## config.mk

```make
export PLATFORM = sky130hd
export DESIGN_NAME = byte_word_alu_with_flags_core_flat
export DESIGN_NICKNAME = d
export VERILOG_FILES = /design/src/hdl/bwa_pkg.sv /design/src/hdl/bwa_if.sv /design/src/hdl/bwa_ram.sv /design/src/hdl/bwa_queue.sv /design/src/hdl/bwa_front.sv /design/src/hdl/bwa_back.sv /design/src/hdl/byte_word_alu_with_flags_core.sv /design/src/flat_wrapper.sv
export SDC_FILE = /design/constraint.sdc
export NUM_CORES = 1
export LEC_CHECK = 0
export BUFFER_PORTS_ARGS = -buffer_cell sky130_fd_sc_hd__buf_2
export CORE_MARGIN = 10
export CORE_UTILIZATION = 60
export DETAILED_ROUTE_END_ITERATION = 10
export PLACE_DENSITY = 0.77
export SYNTH_ARGS = -nofsm -noshare
export SYNTH_HDL_FRONTEND = slang
export SYNTH_HIERARCHICAL = 1
export SYNTH_SLANG_ARGS = --single-unit
```

## constraint.sdc

```tcl
create_clock -name clk_i -period 7.23 [get_ports clk_i]
set_input_delay 0.723 -clock clk_i [delete_from_list [all_inputs] [get_ports clk_i]]
set_output_delay 0.723 -clock clk_i [all_outputs]
set_load 0.02 [all_outputs]
```

## src/hdl/bwa_pkg.sv

```systemverilog
package bwa_pkg;

  // register file geometry
  localparam int RegCount = 8;
  localparam int RegIdxW  = $clog2(RegCount);

  // condition code bit positions
  localparam int FlagC = 0;
  localparam int FlagV = 1;
  localparam int FlagZ = 2;
  localparam int FlagN = 3;
  localparam int FlagH = 5;

  // request opcodes as they arrive on the input channel
  typedef enum logic [4:0] {
    REQ_MOVB = 5'd0,
    REQ_MOVW = 5'd1,
    REQ_ADDB = 5'd2,
    REQ_ADDW = 5'd3,
    REQ_ADDS = 5'd4,
    REQ_ADDX = 5'd5,
    REQ_CMPB = 5'd6,
    REQ_CMPW = 5'd7,
    REQ_SUBB = 5'd8,
    REQ_SUBW = 5'd9,
    REQ_SUBX = 5'd10,
    REQ_SUBS = 5'd11,
    REQ_OR   = 5'd12,
    REQ_XOR  = 5'd13,
    REQ_AND  = 5'd14,
    REQ_NOP  = 5'd15,
    REQ_STC  = 5'd16
  } req_e;

  // operation classes seen by the execute side
  typedef enum logic [3:0] {
    OP_MOV,
    OP_ADD,
    OP_SUB,
    OP_CMP,
    OP_ADDS,
    OP_SUBS,
    OP_OR,
    OP_XOR,
    OP_AND,
    OP_NOP,
    OP_STC,
    OP_UNS
  } op_e;

  // decoded instruction held in the issue queue
  typedef struct packed {
    op_e                op;
    logic               word;
    logic               use_carry;
    logic               sticky_z;
    logic               src_is_imm;
    logic [RegIdxW-1:0] src_idx;
    logic               src_lo;
    logic [RegIdxW-1:0] dst_idx;
    logic               dst_lo;
    logic [15:0]        imm;
  } uop_t;

  // one result beat
  typedef struct packed {
    logic [15:0] result_value;
    logic [7:0]  flags_out;
    logic        reg_written;
    logic        unsupported;
  } rsp_t;

  // queue handshake between front and back
  typedef struct packed {
    logic valid;
    logic full;
  } q_stat_t;

endpackage

```

## src/hdl/bwa_if.sv

```systemverilog
interface bwa_req_if;
  logic        valid;
  logic        ready;
  logic [4:0]  req_type;
  logic        src_is_imm;
  logic [3:0]  src_reg;
  logic [3:0]  dst_reg;
  logic [15:0] imm_value;

  modport source (
    output valid, req_type, src_is_imm, src_reg, dst_reg, imm_value,
    input  ready
  );
  modport sink (
    input  valid, req_type, src_is_imm, src_reg, dst_reg, imm_value,
    output ready
  );
endinterface

interface bwa_rsp_if;
  logic        valid;
  logic        ready;
  logic [15:0] result_value;
  logic [7:0]  flags_out;
  logic        reg_written;
  logic        unsupported;

  modport source (
    output valid, result_value, flags_out, reg_written, unsupported,
    input  ready
  );
  modport sink (
    input  valid, result_value, flags_out, reg_written, unsupported,
    output ready
  );
endinterface

```

## src/hdl/bwa_ram.sv

```systemverilog
module bwa_ram #(
  parameter int Width = 16,
  parameter int Depth = 8,
  localparam int AddrW = (Depth > 1) ? $clog2(Depth) : 1
) (
  input  logic             clk_i,
  input  logic             we_i,
  input  logic [AddrW-1:0] waddr_i,
  input  logic [Width-1:0] wdata_i,
  input  logic [AddrW-1:0] raddr_a_i,
  input  logic [AddrW-1:0] raddr_b_i,
  output logic [Width-1:0] rdata_a_o,
  output logic [Width-1:0] rdata_b_o
);

  logic [Width-1:0] mem_q [Depth];
  logic [Width-1:0] rdata_a_q;
  logic [Width-1:0] rdata_b_q;

  // write port
  always_ff @(posedge clk_i) begin
    if (we_i) begin
      mem_q[waddr_i] <= wdata_i;
    end
  end

  // two registered read ports, old data on a same-edge write
  always_ff @(posedge clk_i) begin
    rdata_a_q <= mem_q[raddr_a_i];
    rdata_b_q <= mem_q[raddr_b_i];
  end

  assign rdata_a_o = rdata_a_q;
  assign rdata_b_o = rdata_b_q;

endmodule

```

## src/hdl/bwa_queue.sv

```systemverilog
module bwa_queue
  import bwa_pkg::*;
(
  input  logic    clk_i,
  input  logic    rst_ni,
  input  logic    push_i,
  input  uop_t    push_data_i,
  input  logic    pop_i,
  output uop_t    head_o,
  output q_stat_t stat_o
);

  uop_t       slot_q [2];
  logic       wr_ptr_q, wr_ptr_d;
  logic       rd_ptr_q, rd_ptr_d;
  logic [1:0] cnt_q, cnt_d;
  logic       do_push, do_pop;

  assign stat_o.valid = (cnt_q != 2'd0);
  assign stat_o.full  = (cnt_q == 2'd2);
  assign head_o       = slot_q[rd_ptr_q];

  assign do_push = push_i && !stat_o.full;
  assign do_pop  = pop_i && stat_o.valid;

  // pointer and fill count
  always_comb begin
    wr_ptr_d = wr_ptr_q ^ do_push;
    rd_ptr_d = rd_ptr_q ^ do_pop;
    cnt_d    = cnt_q + {1'b0, do_push} - {1'b0, do_pop};
  end

  always_ff @(posedge clk_i or negedge rst_ni) begin
    if (!rst_ni) begin
      wr_ptr_q <= 1'b0;
      rd_ptr_q <= 1'b0;
      cnt_q    <= 2'd0;
    end else begin
      wr_ptr_q <= wr_ptr_d;
      rd_ptr_q <= rd_ptr_d;
      cnt_q    <= cnt_d;
    end
  end

  // storage
  always_ff @(posedge clk_i) begin
    if (do_push) begin
      slot_q[wr_ptr_q] <= push_data_i;
    end
  end

endmodule

```

## src/hdl/bwa_front.sv

```systemverilog
module bwa_front
  import bwa_pkg::*;
(
  bwa_req_if.sink req_i,
  input  q_stat_t stat_i,
  output logic    push_o,
  output uop_t    uop_o
);

  logic imm;

  assign imm         = req_i.src_is_imm;
  assign req_i.ready = !stat_i.full;
  assign push_o      = req_i.valid && !stat_i.full;

  // classify the request and check the source form
  always_comb begin
    uop_o            = '0;
    uop_o.src_is_imm = imm;
    uop_o.src_idx    = req_i.src_reg[RegIdxW-1:0];
    uop_o.src_lo     = req_i.src_reg[3];
    uop_o.dst_idx    = req_i.dst_reg[RegIdxW-1:0];
    uop_o.dst_lo     = req_i.dst_reg[3];
    uop_o.imm        = req_i.imm_value;
    uop_o.op         = OP_UNS;
    unique case (req_i.req_type)
      REQ_MOVB: uop_o.op = OP_MOV;
      REQ_MOVW: begin
        uop_o.op   = OP_MOV;
        uop_o.word = 1'b1;
      end
      REQ_ADDB: uop_o.op = OP_ADD;
      REQ_ADDW: begin
        uop_o.op   = imm ? OP_UNS : OP_ADD;
        uop_o.word = 1'b1;
      end
      REQ_ADDS: begin
        uop_o.op   = imm ? OP_ADDS : OP_UNS;
        uop_o.word = 1'b1;
      end
      REQ_ADDX: begin
        uop_o.op        = OP_ADD;
        uop_o.use_carry = 1'b1;
      end
      REQ_CMPB: uop_o.op = OP_CMP;
      REQ_CMPW: begin
        uop_o.op   = imm ? OP_UNS : OP_CMP;
        uop_o.word = 1'b1;
      end
      REQ_SUBB: uop_o.op = imm ? OP_UNS : OP_SUB;
      REQ_SUBW: begin
        uop_o.op   = imm ? OP_UNS : OP_SUB;
        uop_o.word = 1'b1;
      end
      REQ_SUBX: begin
        uop_o.op        = OP_SUB;
        uop_o.use_carry = 1'b1;
        uop_o.sticky_z  = 1'b1;
      end
      REQ_SUBS: begin
        uop_o.op   = imm ? OP_SUBS : OP_UNS;
        uop_o.word = 1'b1;
      end
      REQ_OR:   uop_o.op = OP_OR;
      REQ_XOR:  uop_o.op = OP_XOR;
      REQ_AND:  uop_o.op = OP_AND;
      REQ_NOP:  uop_o.op = OP_NOP;
      REQ_STC:  uop_o.op = OP_STC;
      default:  uop_o.op = OP_UNS;
    endcase
  end

endmodule

```

## src/hdl/bwa_back.sv

```systemverilog
module bwa_back
  import bwa_pkg::*;
(
  input  logic    clk_i,
  input  logic    rst_ni,
  input  q_stat_t stat_i,
  input  uop_t    head_i,
  output logic    pop_o,
  bwa_rsp_if.source rsp_o
);

  // issue / execute registers
  logic               ex_valid_q;
  uop_t               ex_q;
  logic               issue;
  logic               out_pop;
  logic [2:0]         occ;

  // register file, valid bits and last-write bypass
  logic [15:0]        rd_src, rd_dst;
  logic [RegCount-1:0] vld_q, vld_d;
  logic               lw_valid_q;
  logic [RegIdxW-1:0] lw_idx_q;
  logic [15:0]        lw_data_q;

  // condition codes
  logic [7:0]         ccr_q, ccr_d;

  // execute datapath
  logic [15:0] src_word, dst_word, src_val, dst_val, sb, db;
  logic [15:0] op_a, op_b, res, wr_word;
  logic        cin, sub, wr_en;
  logic [16:0] sum;
  logic [12:0] lo_a, lo_b, low;
  logic        h_f, n_f, z_f, v_f, c_f;
  logic        top_a, top_b, top_r;
  rsp_t        ex_rsp;

  // output buffer
  rsp_t        ob_q [2];
  logic        ob_wr_q, ob_rd_q;
  logic [1:0]  ob_cnt_q, ob_cnt_d;

  // issue only when the output buffer has room for everything in flight
  assign out_pop = rsp_o.valid && rsp_o.ready;
  assign occ     = {1'b0, ob_cnt_q} + {2'b0, ex_valid_q} - {2'b0, out_pop};
  assign issue   = stat_i.valid && (occ < 3'd2);
  assign pop_o   = issue;

  always_ff @(posedge clk_i or negedge rst_ni) begin
    if (!rst_ni) begin
      ex_valid_q <= 1'b0;
    end else begin
      ex_valid_q <= issue;
    end
  end

  always_ff @(posedge clk_i) begin
    if (issue) begin
      ex_q <= head_i;
    end
  end

  bwa_ram #(
    .Width (16),
    .Depth (RegCount)
  ) u_rf (
    .clk_i     (clk_i),
    .we_i      (wr_en),
    .waddr_i   (ex_q.dst_idx),
    .wdata_i   (wr_word),
    .raddr_a_i (head_i.src_idx),
    .raddr_b_i (head_i.dst_idx),
    .rdata_a_o (rd_src),
    .rdata_b_o (rd_dst)
  );

  // operand fetch with bypass of the most recent write
  always_comb begin
    if (lw_valid_q && (lw_idx_q == ex_q.src_idx)) begin
      src_word = lw_data_q;
    end else begin
      src_word = vld_q[ex_q.src_idx] ? rd_src : 16'h0000;
    end
    if (lw_valid_q && (lw_idx_q == ex_q.dst_idx)) begin
      dst_word = lw_data_q;
    end else begin
      dst_word = vld_q[ex_q.dst_idx] ? rd_dst : 16'h0000;
    end
  end

  // operand selection: byte halves and immediate
  always_comb begin
    sb      = ex_q.src_is_imm ? {8'h00, ex_q.imm[7:0]}
            : (ex_q.src_lo ? {8'h00, src_word[7:0]} : {8'h00, src_word[15:8]});
    db      = ex_q.dst_lo ? {8'h00, dst_word[7:0]} : {8'h00, dst_word[15:8]};
    src_val = ex_q.word ? (ex_q.src_is_imm ? ex_q.imm : src_word) : sb;
    dst_val = ex_q.word ? dst_word : db;
  end

  // add / subtract with half carry
  always_comb begin
    sub  = (ex_q.op == OP_SUB) || (ex_q.op == OP_CMP);
    op_a = sub ? dst_val : src_val;
    op_b = sub ? src_val : dst_val;
    cin  = ex_q.use_carry & ccr_q[FlagC];
    lo_a = ex_q.word ? {1'b0, op_a[11:0]} : {9'h000, op_a[3:0]};
    lo_b = ex_q.word ? {1'b0, op_b[11:0]} : {9'h000, op_b[3:0]};
    if (sub) begin
      sum = {1'b0, op_a} - {1'b0, op_b} - {16'h0000, cin};
      low = lo_a - lo_b - {12'h000, cin};
    end else begin
      sum = {1'b0, op_a} + {1'b0, op_b} + {16'h0000, cin};
      low = lo_a + lo_b + {12'h000, cin};
    end
    top_a = ex_q.word ? op_a[15] : op_a[7];
    top_b = ex_q.word ? op_b[15] : op_b[7];
    top_r = ex_q.word ? sum[15] : sum[7];
    h_f   = ex_q.word ? low[12] : low[4];
    c_f   = ex_q.word ? sum[16] : sum[8];
    n_f   = top_r;
    z_f   = ex_q.word ? (sum[15:0] == 16'h0000) : (sum[7:0] == 8'h00);
    if (ex_q.sticky_z) begin
      z_f = z_f & ccr_q[FlagZ];
    end
    if (sub) begin
      v_f = (top_a ^ top_b) & (top_a ^ top_r);
    end else begin
      v_f = ~(top_a ^ top_b) & (top_a ^ top_r);
    end
  end

  // result, writeback and flag update per operation
  always_comb begin
    res   = 16'h0000;
    wr_en = 1'b0;
    ccr_d = ccr_q;
    case (ex_q.op)
      OP_MOV: begin
        res          = src_val;
        wr_en        = 1'b1;
        ccr_d[FlagN] = ex_q.word ? res[15] : res[7];
        ccr_d[FlagZ] = ex_q.word ? (res == 16'h0000) : (res[7:0] == 8'h00);
        ccr_d[FlagV] = 1'b0;
      end
      OP_ADD, OP_SUB, OP_CMP: begin
        res          = ex_q.word ? sum[15:0] : {8'h00, sum[7:0]};
        wr_en        = (ex_q.op != OP_CMP);
        ccr_d[FlagH] = h_f;
        ccr_d[FlagN] = n_f;
        ccr_d[FlagZ] = z_f;
        ccr_d[FlagV] = v_f;
        ccr_d[FlagC] = c_f;
      end
      OP_ADDS: begin
        res   = dst_word + ex_q.imm;
        wr_en = 1'b1;
      end
      OP_SUBS: begin
        res   = dst_word - ex_q.imm;
        wr_en = 1'b1;
      end
      OP_OR, OP_XOR, OP_AND: begin
        if (ex_q.op == OP_OR) begin
          res = db | sb;
        end else if (ex_q.op == OP_XOR) begin
          res = db ^ sb;
        end else begin
          res = db & sb;
        end
        wr_en        = 1'b1;
        ccr_d[FlagN] = res[7];
        ccr_d[FlagZ] = (res[7:0] == 8'h00);
        ccr_d[FlagV] = 1'b0;
      end
      OP_STC: begin
        res   = {8'h00, ccr_q};
        wr_en = 1'b1;
      end
      default: begin
        res   = 16'h0000;
        wr_en = 1'b0;
      end
    endcase
    wr_en = wr_en & ex_valid_q;
    if (!ex_valid_q) begin
      ccr_d = ccr_q;
    end
    if (ex_q.word) begin
      wr_word = res;
    end else if (ex_q.dst_lo) begin
      wr_word = {dst_word[15:8], res[7:0]};
    end else begin
      wr_word = {res[7:0], dst_word[7:0]};
    end
  end

  assign ex_rsp.result_value = res;
  assign ex_rsp.flags_out    = ccr_d;
  assign ex_rsp.reg_written  = (ex_q.op != OP_CMP) && (ex_q.op != OP_NOP)
                             && (ex_q.op != OP_UNS);
  assign ex_rsp.unsupported  = (ex_q.op == OP_UNS);

  // register valid bits: an entry never written reads as zero
  always_comb begin
    vld_d = vld_q;
    if (wr_en) begin
      vld_d[ex_q.dst_idx] = 1'b1;
    end
  end

  always_ff @(posedge clk_i or negedge rst_ni) begin
    if (!rst_ni) begin
      vld_q      <= '0;
      ccr_q      <= 8'h00;
      lw_valid_q <= 1'b0;
    end else begin
      vld_q <= vld_d;
      ccr_q <= ccr_d;
      if (wr_en) begin
        lw_valid_q <= 1'b1;
      end
    end
  end

  always_ff @(posedge clk_i) begin
    if (wr_en) begin
      lw_idx_q  <= ex_q.dst_idx;
      lw_data_q <= wr_word;
    end
  end

  // two-entry output buffer
  assign ob_cnt_d = ob_cnt_q + {1'b0, ex_valid_q} - {1'b0, out_pop};

  always_ff @(posedge clk_i or negedge rst_ni) begin
    if (!rst_ni) begin
      ob_wr_q  <= 1'b0;
      ob_rd_q  <= 1'b0;
      ob_cnt_q <= 2'd0;
    end else begin
      ob_wr_q  <= ob_wr_q ^ ex_valid_q;
      ob_rd_q  <= ob_rd_q ^ out_pop;
      ob_cnt_q <= ob_cnt_d;
    end
  end

  always_ff @(posedge clk_i) begin
    if (ex_valid_q) begin
      ob_q[ob_wr_q] <= ex_rsp;
    end
  end

  assign rsp_o.valid        = (ob_cnt_q != 2'd0);
  assign rsp_o.result_value = ob_q[ob_rd_q].result_value;
  assign rsp_o.flags_out    = ob_q[ob_rd_q].flags_out;
  assign rsp_o.reg_written  = ob_q[ob_rd_q].reg_written;
  assign rsp_o.unsupported  = ob_q[ob_rd_q].unsupported;

endmodule

```

## src/hdl/byte_word_alu_with_flags_core.sv

```systemverilog
// Byte/word ALU with condition codes: executes one decoded instruction per beat
// (mov, add, addx, adds, sub, subx, subs, cmp, or, xor, and, nop, stc) against
// eight 16-bit registers and an 8-bit I6H4NZVC register, and returns one result
// beat per request. Sustained rate is one instruction per clock while rsp_o
// keeps taking results; a request passes through the decode queue, then the
// registered register-file read and execute, then the output buffer, before
// its result is valid on rsp_o.
// Requests are decoded into a two-entry queue, and results wait in a
// two-entry output buffer, so a stall on either side is absorbed until they fill.
// Registers and flags read as zero after reset.
module byte_word_alu_with_flags_core
  import bwa_pkg::*;
(
  input  logic clk_i,
  input  logic rst_ni,
  bwa_req_if.sink   req_i,
  bwa_rsp_if.source rsp_o
);

  q_stat_t q_stat;
  uop_t    push_uop;
  uop_t    head_uop;
  logic    push;
  logic    pop;

  bwa_front u_front (
    .req_i  (req_i),
    .stat_i (q_stat),
    .push_o (push),
    .uop_o  (push_uop)
  );

  bwa_queue u_queue (
    .clk_i       (clk_i),
    .rst_ni      (rst_ni),
    .push_i      (push),
    .push_data_i (push_uop),
    .pop_i       (pop),
    .head_o      (head_uop),
    .stat_o      (q_stat)
  );

  bwa_back u_back (
    .clk_i  (clk_i),
    .rst_ni (rst_ni),
    .stat_i (q_stat),
    .head_i (head_uop),
    .pop_o  (pop),
    .rsp_o  (rsp_o)
  );

endmodule
```

## src/flat_wrapper.sv

```systemverilog
// flat-port wrapper written by rule: the top's interface ports become plain ports
module byte_word_alu_with_flags_core_flat import bwa_pkg::*;
  (clk_i, rst_ni, req_i_valid, req_i_req_type, req_i_src_is_imm, req_i_src_reg, req_i_dst_reg, req_i_imm_value, req_i_ready, rsp_o_valid, rsp_o_result_value, rsp_o_flags_out, rsp_o_reg_written, rsp_o_unsupported, rsp_o_ready);
  bwa_req_if req_i_i ();
  bwa_rsp_if rsp_o_i ();
  input  logic clk_i;
  input  logic rst_ni;
  input wire logic [$bits(req_i_i.valid)-1:0] req_i_valid;
  input wire logic [$bits(req_i_i.req_type)-1:0] req_i_req_type;
  input wire logic [$bits(req_i_i.src_is_imm)-1:0] req_i_src_is_imm;
  input wire logic [$bits(req_i_i.src_reg)-1:0] req_i_src_reg;
  input wire logic [$bits(req_i_i.dst_reg)-1:0] req_i_dst_reg;
  input wire logic [$bits(req_i_i.imm_value)-1:0] req_i_imm_value;
  output wire logic [$bits(req_i_i.ready)-1:0] req_i_ready;
  output wire logic [$bits(rsp_o_i.valid)-1:0] rsp_o_valid;
  output wire logic [$bits(rsp_o_i.result_value)-1:0] rsp_o_result_value;
  output wire logic [$bits(rsp_o_i.flags_out)-1:0] rsp_o_flags_out;
  output wire logic [$bits(rsp_o_i.reg_written)-1:0] rsp_o_reg_written;
  output wire logic [$bits(rsp_o_i.unsupported)-1:0] rsp_o_unsupported;
  input wire logic [$bits(rsp_o_i.ready)-1:0] rsp_o_ready;
  assign req_i_i.valid = req_i_valid;
  assign req_i_i.req_type = req_i_req_type;
  assign req_i_i.src_is_imm = req_i_src_is_imm;
  assign req_i_i.src_reg = req_i_src_reg;
  assign req_i_i.dst_reg = req_i_dst_reg;
  assign req_i_i.imm_value = req_i_imm_value;
  assign req_i_ready = req_i_i.ready;
  assign rsp_o_valid = rsp_o_i.valid;
  assign rsp_o_result_value = rsp_o_i.result_value;
  assign rsp_o_flags_out = rsp_o_i.flags_out;
  assign rsp_o_reg_written = rsp_o_i.reg_written;
  assign rsp_o_unsupported = rsp_o_i.unsupported;
  assign rsp_o_i.ready = rsp_o_ready;
  byte_word_alu_with_flags_core u_core (.clk_i(clk_i), .rst_ni(rst_ni), .req_i(req_i_i), .rsp_o(rsp_o_i));
endmodule
```

==> impl_summary.md <==
Run status
The run finished with clean final reports.

Synthesis
Summing the areas of all xor and xnor instances in the mapped netlist gives 2.59% of the synthesized area. Sequential cells were found to cover 48.7% of the synthesized design area. The synthesized design contains 289 enable-type register cells.

The synthesized area per cell is 12.8 µm². Of the total synthesized cell area, the portion taken by AND, OR, NAND and NOR gates is 7.51%. The synthesized-area fraction occupied by ao, oa, aoi and oai cells is 11.4%.

The async set-or-reset flop fraction in the synthesized netlist is 6.69%. Of all cell types, the one taking the most synthesized area is sky130_fd_sc_hd__edfxtp_1. The share of synthesized cell area in full adder, half adder and majority cells is 7.18%. The area share of the largest cell type after synthesis is 42.7%.

In this run, distinct cell masters in the synthesized netlist total 87. Counting flops and latches in the post-synthesis netlist gives 344. The number of instances in the synthesized netlist is 1592. The total of warnings raised by yosys is 6. The combinational family with the most area after synthesis is multiplexers. In the synthesized netlist, mux cells make up 17.2% of the area. After synthesis, the cell types taking the most area are sky130_fd_sc_hd__edfxtp_1, sky130_fd_sc_hd__mux4_1, sky130_fd_sc_hd__ha_1. The area of the mapped netlist is 20300 µm². The dominant synthesized flop cell is sky130_fd_sc_hd__edfxtp_1.

Place
Input and output buffers added on the ports amount to 58. Once placement completed, the tool counted placed cells totaling 2031. The weighted congestion reported at the end of routability-driven placement is 1.02. Detailed placement ended at an HPWL of 38600 µm. Summing all placed instances gives a cell area of 20800 µm².

Worst setup path
The worst setup path is launched from a flop. The largest fanout on the critical path is 18. Across all register-to-register paths, the minimum setup slack is 0.38 ns. The data arrival time of the worst path is 7.12 ns.

The worst setup path is of the flop to flop kind. The data required time at the worst endpoint is 7.50 ns. The kind of capture point of the worst setup path is a flop.

Clock network
TritonCTS built the clock tree. Clock-pin slew was measured on the worst setup and hold paths at 0.06 ns. The cell sitting at the root of the clock tree is a sky130_fd_sc_hd__clkbuf_16. The clock latency reported for the late side of the worst-skew pair is 0.55 ns.

The clock buffer count from CTS is 35. The number of hold buffers added after CTS was 0. Post-CTS repair changed the size of 0 cells.

The maximum level of the CTS H-tree is 2. The longest clock path from root to sink contains 3 buffers. In this run the post-CTS setup repair buffer count came out at 0. The number of sinks on the clock net is 344.

Detailed routing
The routed wire length is 53500 µm. In the routed design, unresolved DRC markers number 0. The DRC violation total after the first TritonRoute iteration is 1344.

The count of nets left with antenna violations after detail routing is 0. Detailed routing inserted a total of 13600 vias. For this run, the detailed router's first-pass iteration total came to 6. The via count normalized by instance count is 6.48. In the final routed layout, each cell accounts on average for 25.5 µm.

STA
The smallest clock period supported by the final layout is computed as 6.85 ns. The final-report hold violation count is 0. Derived from the worst setup path, the maximum achievable clock frequency is 146 MHz. Setup violations remaining at the end of the flow were counted as 0.

The share of the cycle needed by the critical path after routing is 94.8%. Adding up every negative setup slack in the final design gives 0 ns. The worst-margin pin slew is 1.17 ns. The relative slew slack is 21.6%. The number of max-slew violations in the final report was 0. The worst setup skew after layout is 0.0376 ns. Setup repair after global routing left no endpoint under its margin.

Cells and area
For this run, the post-layout net count is 1767. The layout has 2429 filler cells. The multi-input combinational cell area is 9360 µm². The final core utilization is 65.6%. The non-filler instance count after layout is 2096. Compared with the post-synthesis result, the final layout area differs by 8.00%. The final instance area is 21900 µm².

The fraction of layout cells with a size suffix above 1 is 19.0%. The sequential standard cell area is 9900 µm².

Floorplanning
In this run the count of I/O pins placed on the die edge is 62. The region available for standard cell placement spans 33400 µm². In this run the horizontal extent of the chip is 204 µm. The die outline area is 41600 µm².

The floorplan step set the die height to 204 µm. In this run the core area contains 67 standard-cell rows. The initial utilization of the core area, before any placement, comes to 60.7%.

Global route
In the global route stage, overall resource usage came out at 25.3%. The remaining global-route overflow is 0. The number of global-route vias before repair is 13400.

The pin count of the biggest net entering global routing is 40. The initial antenna violation count is 3. The first global-routing pass estimated 80400 µm of wire.

Min path
The class of the tightest hold or removal check is input pin to asynchronous set/reset pin.

Flow run
The number of maximum-capacitance violations is 0.
## cells in the mapped netlist (10+ instances only)
cell	count
sky130_fd_sc_hd__o21ai_0	60
sky130_fd_sc_hd__nor2_1	98
sky130_fd_sc_hd__edfxtp_1	289
sky130_fd_sc_hd__xnor2_1	41
sky130_fd_sc_hd__and2_1	21
sky130_fd_sc_hd__or3_1	11
sky130_fd_sc_hd__ha_1	107
sky130_fd_sc_hd__mux4_2	10
sky130_fd_sc_hd__a31oi_1	18
sky130_fd_sc_hd__nand2b_1	16
sky130_fd_sc_hd__o21a_1	23
sky130_fd_sc_hd__buf_1	12
sky130_fd_sc_hd__o21bai_1	14
sky130_fd_sc_hd__nor3_1	25
sky130_fd_sc_hd__clkbuf_1	38
sky130_fd_sc_hd__mux2_2	77
sky130_fd_sc_hd__mux2_4	31
sky130_fd_sc_hd__dfxtp_1	32
sky130_fd_sc_hd__a31o_2	12
sky130_fd_sc_hd__dfrtp_1	23
sky130_fd_sc_hd__buf_6	12
sky130_fd_sc_hd__nand2_1	72
sky130_fd_sc_hd__inv_1	108
sky130_fd_sc_hd__a21oi_1	67
sky130_fd_sc_hd__a21o_1	12
sky130_fd_sc_hd__buf_4	28
sky130_fd_sc_hd__a22o_1	15
sky130_fd_sc_hd__o221ai_1	10
sky130_fd_sc_hd__mux2i_1	42
sky130_fd_sc_hd__nand3_1	12
sky130_fd_sc_hd__xor2_1	19
sky130_fd_sc_hd__mux4_1	58
## worst paths after layout
path                                               from  cells past startpoint                              end
worst max-delay path             u_core/u_back/ex_q[17]                     19  u_core/u_back/u_rf/mem_q[5][14]
worst min-delay path                             rst_ni                      1           u_core/u_back/ccr_q[1]
worst max register to register   u_core/u_back/ex_q[17]                     19  u_core/u_back/u_rf/mem_q[5][14]
worst min register to register  u_core/u_queue/cnt_q[1]                      1          u_core/u_queue/cnt_q[1]
max in group asynchronous                        rst_ni                      1          u_core/u_queue/rd_ptr_q
min in group clk_i                   req_i_imm_value[5]                      1      u_core/u_queue/slot_q[1][5]
## stage by stage
stage	worst slack, ns	hold slack, ns
finish	0.377	0.205
global route	0.0388	0.238
CTS	0.491	0.200
detailed placement	0.577	0.490
global placement	0.854	0.481
floorplan	1.86	0.427
## state kept, by name, indices dropped and copies added, names as in the netlist, 2 cells and up
name                          cells
u_core/u_back/u_rf/mem_q        128
u_core/u_queue/slot_q            64
u_core/u_back/ob_q               46
u_core/u_back/ex_q               32
u_core/u_back/lw_data_q          16
u_core/u_back/u_rf/rdata_a_o     16
u_core/u_back/u_rf/rdata_b_o     16
u_core/u_back/vld_q               8
u_core/u_back/ccr_q               5
u_core/u_back/lw_idx_q            3
u_core/u_back/ob_cnt_q            2
u_core/u_queue/cnt_q              2
## cell usage in the layout (no fill, tap or decap), types with 31 or more instances in the layout
cell / instances
sky130_fd_sc_hd__a21oi_1: 67
sky130_fd_sc_hd__mux2_4: 31
sky130_fd_sc_hd__dfxtp_1: 32
sky130_fd_sc_hd__nand2_1: 71
sky130_fd_sc_hd__mux2i_1: 42
sky130_fd_sc_hd__mux2_2: 77
sky130_fd_sc_hd__inv_1: 108
sky130_fd_sc_hd__clkbuf_16: 35
sky130_fd_sc_hd__nor2_1: 98
sky130_fd_sc_hd__edfxtp_1: 289
sky130_fd_sc_hd__o21ai_0: 60
sky130_fd_sc_hd__ha_1: 107
sky130_fd_sc_hd__xnor2_1: 41
sky130_fd_sc_hd__buf_4: 35
sky130_fd_sc_hd__buf_2: 58
sky130_fd_sc_hd__mux4_1: 58
## cell type report
cell class                 count  area share, %
antenna                        1         0.0114
multi-input combinational   1037           42.7
timing repair buffer          93           2.52
tap                          448           2.56
clock inverter                18          0.907
clock buffer                  46           4.36
inverter                     109           1.87
sequential                   344           45.1
## per-layer routing
layer	global-route usage (%)	routed length, µm	vias to the layer above
met4	9.02	1920	0
met1	32.4	21100	6691
met3	4.18	4230	142
met2	42.7	26300	632
li1	-	-	6125
met5	0	0	-
## worst max-delay path: stages (launching register included)
cell and delay [ns]:
sky130_fd_sc_hd__edfxtp_1 0.61, sky130_fd_sc_hd__xnor2_1 0.23, sky130_fd_sc_hd__and4_1 0.47, sky130_fd_sc_hd__a21oi_2 0.79, sky130_fd_sc_hd__a22o_1 0.43, sky130_fd_sc_hd__mux2_2 0.25
sky130_fd_sc_hd__nor2_1 0.06, sky130_fd_sc_hd__a21oi_1 0.26, sky130_fd_sc_hd__ha_1 0.34, sky130_fd_sc_hd__ha_1 0.41, sky130_fd_sc_hd__and2_1 0.21, sky130_fd_sc_hd__a221oi_1 0.54
sky130_fd_sc_hd__a31oi_1 0.20, sky130_fd_sc_hd__o31a_1 0.30, sky130_fd_sc_hd__o41ai_1 0.40, sky130_fd_sc_hd__xor2_1 0.12, sky130_fd_sc_hd__mux2i_1 0.24, sky130_fd_sc_hd__nand2_1 0.11
sky130_fd_sc_hd__o221ai_1 0.14, sky130_fd_sc_hd__o21a_1 0.44
## logic make-up after synthesis
group | Yosys count
muxes | 218
other | 1
buffers and inverters | 213
xor gates and xnor gates | 60
adders and majority gates | 113
and+or+nand+nor | 312
DFF | 344
AOI/OAI and AO/OA | 331
Power is left out: the tool's default activity adds up to more than one toggle a clock period on the data nets, which glitch-free logic cannot reach.
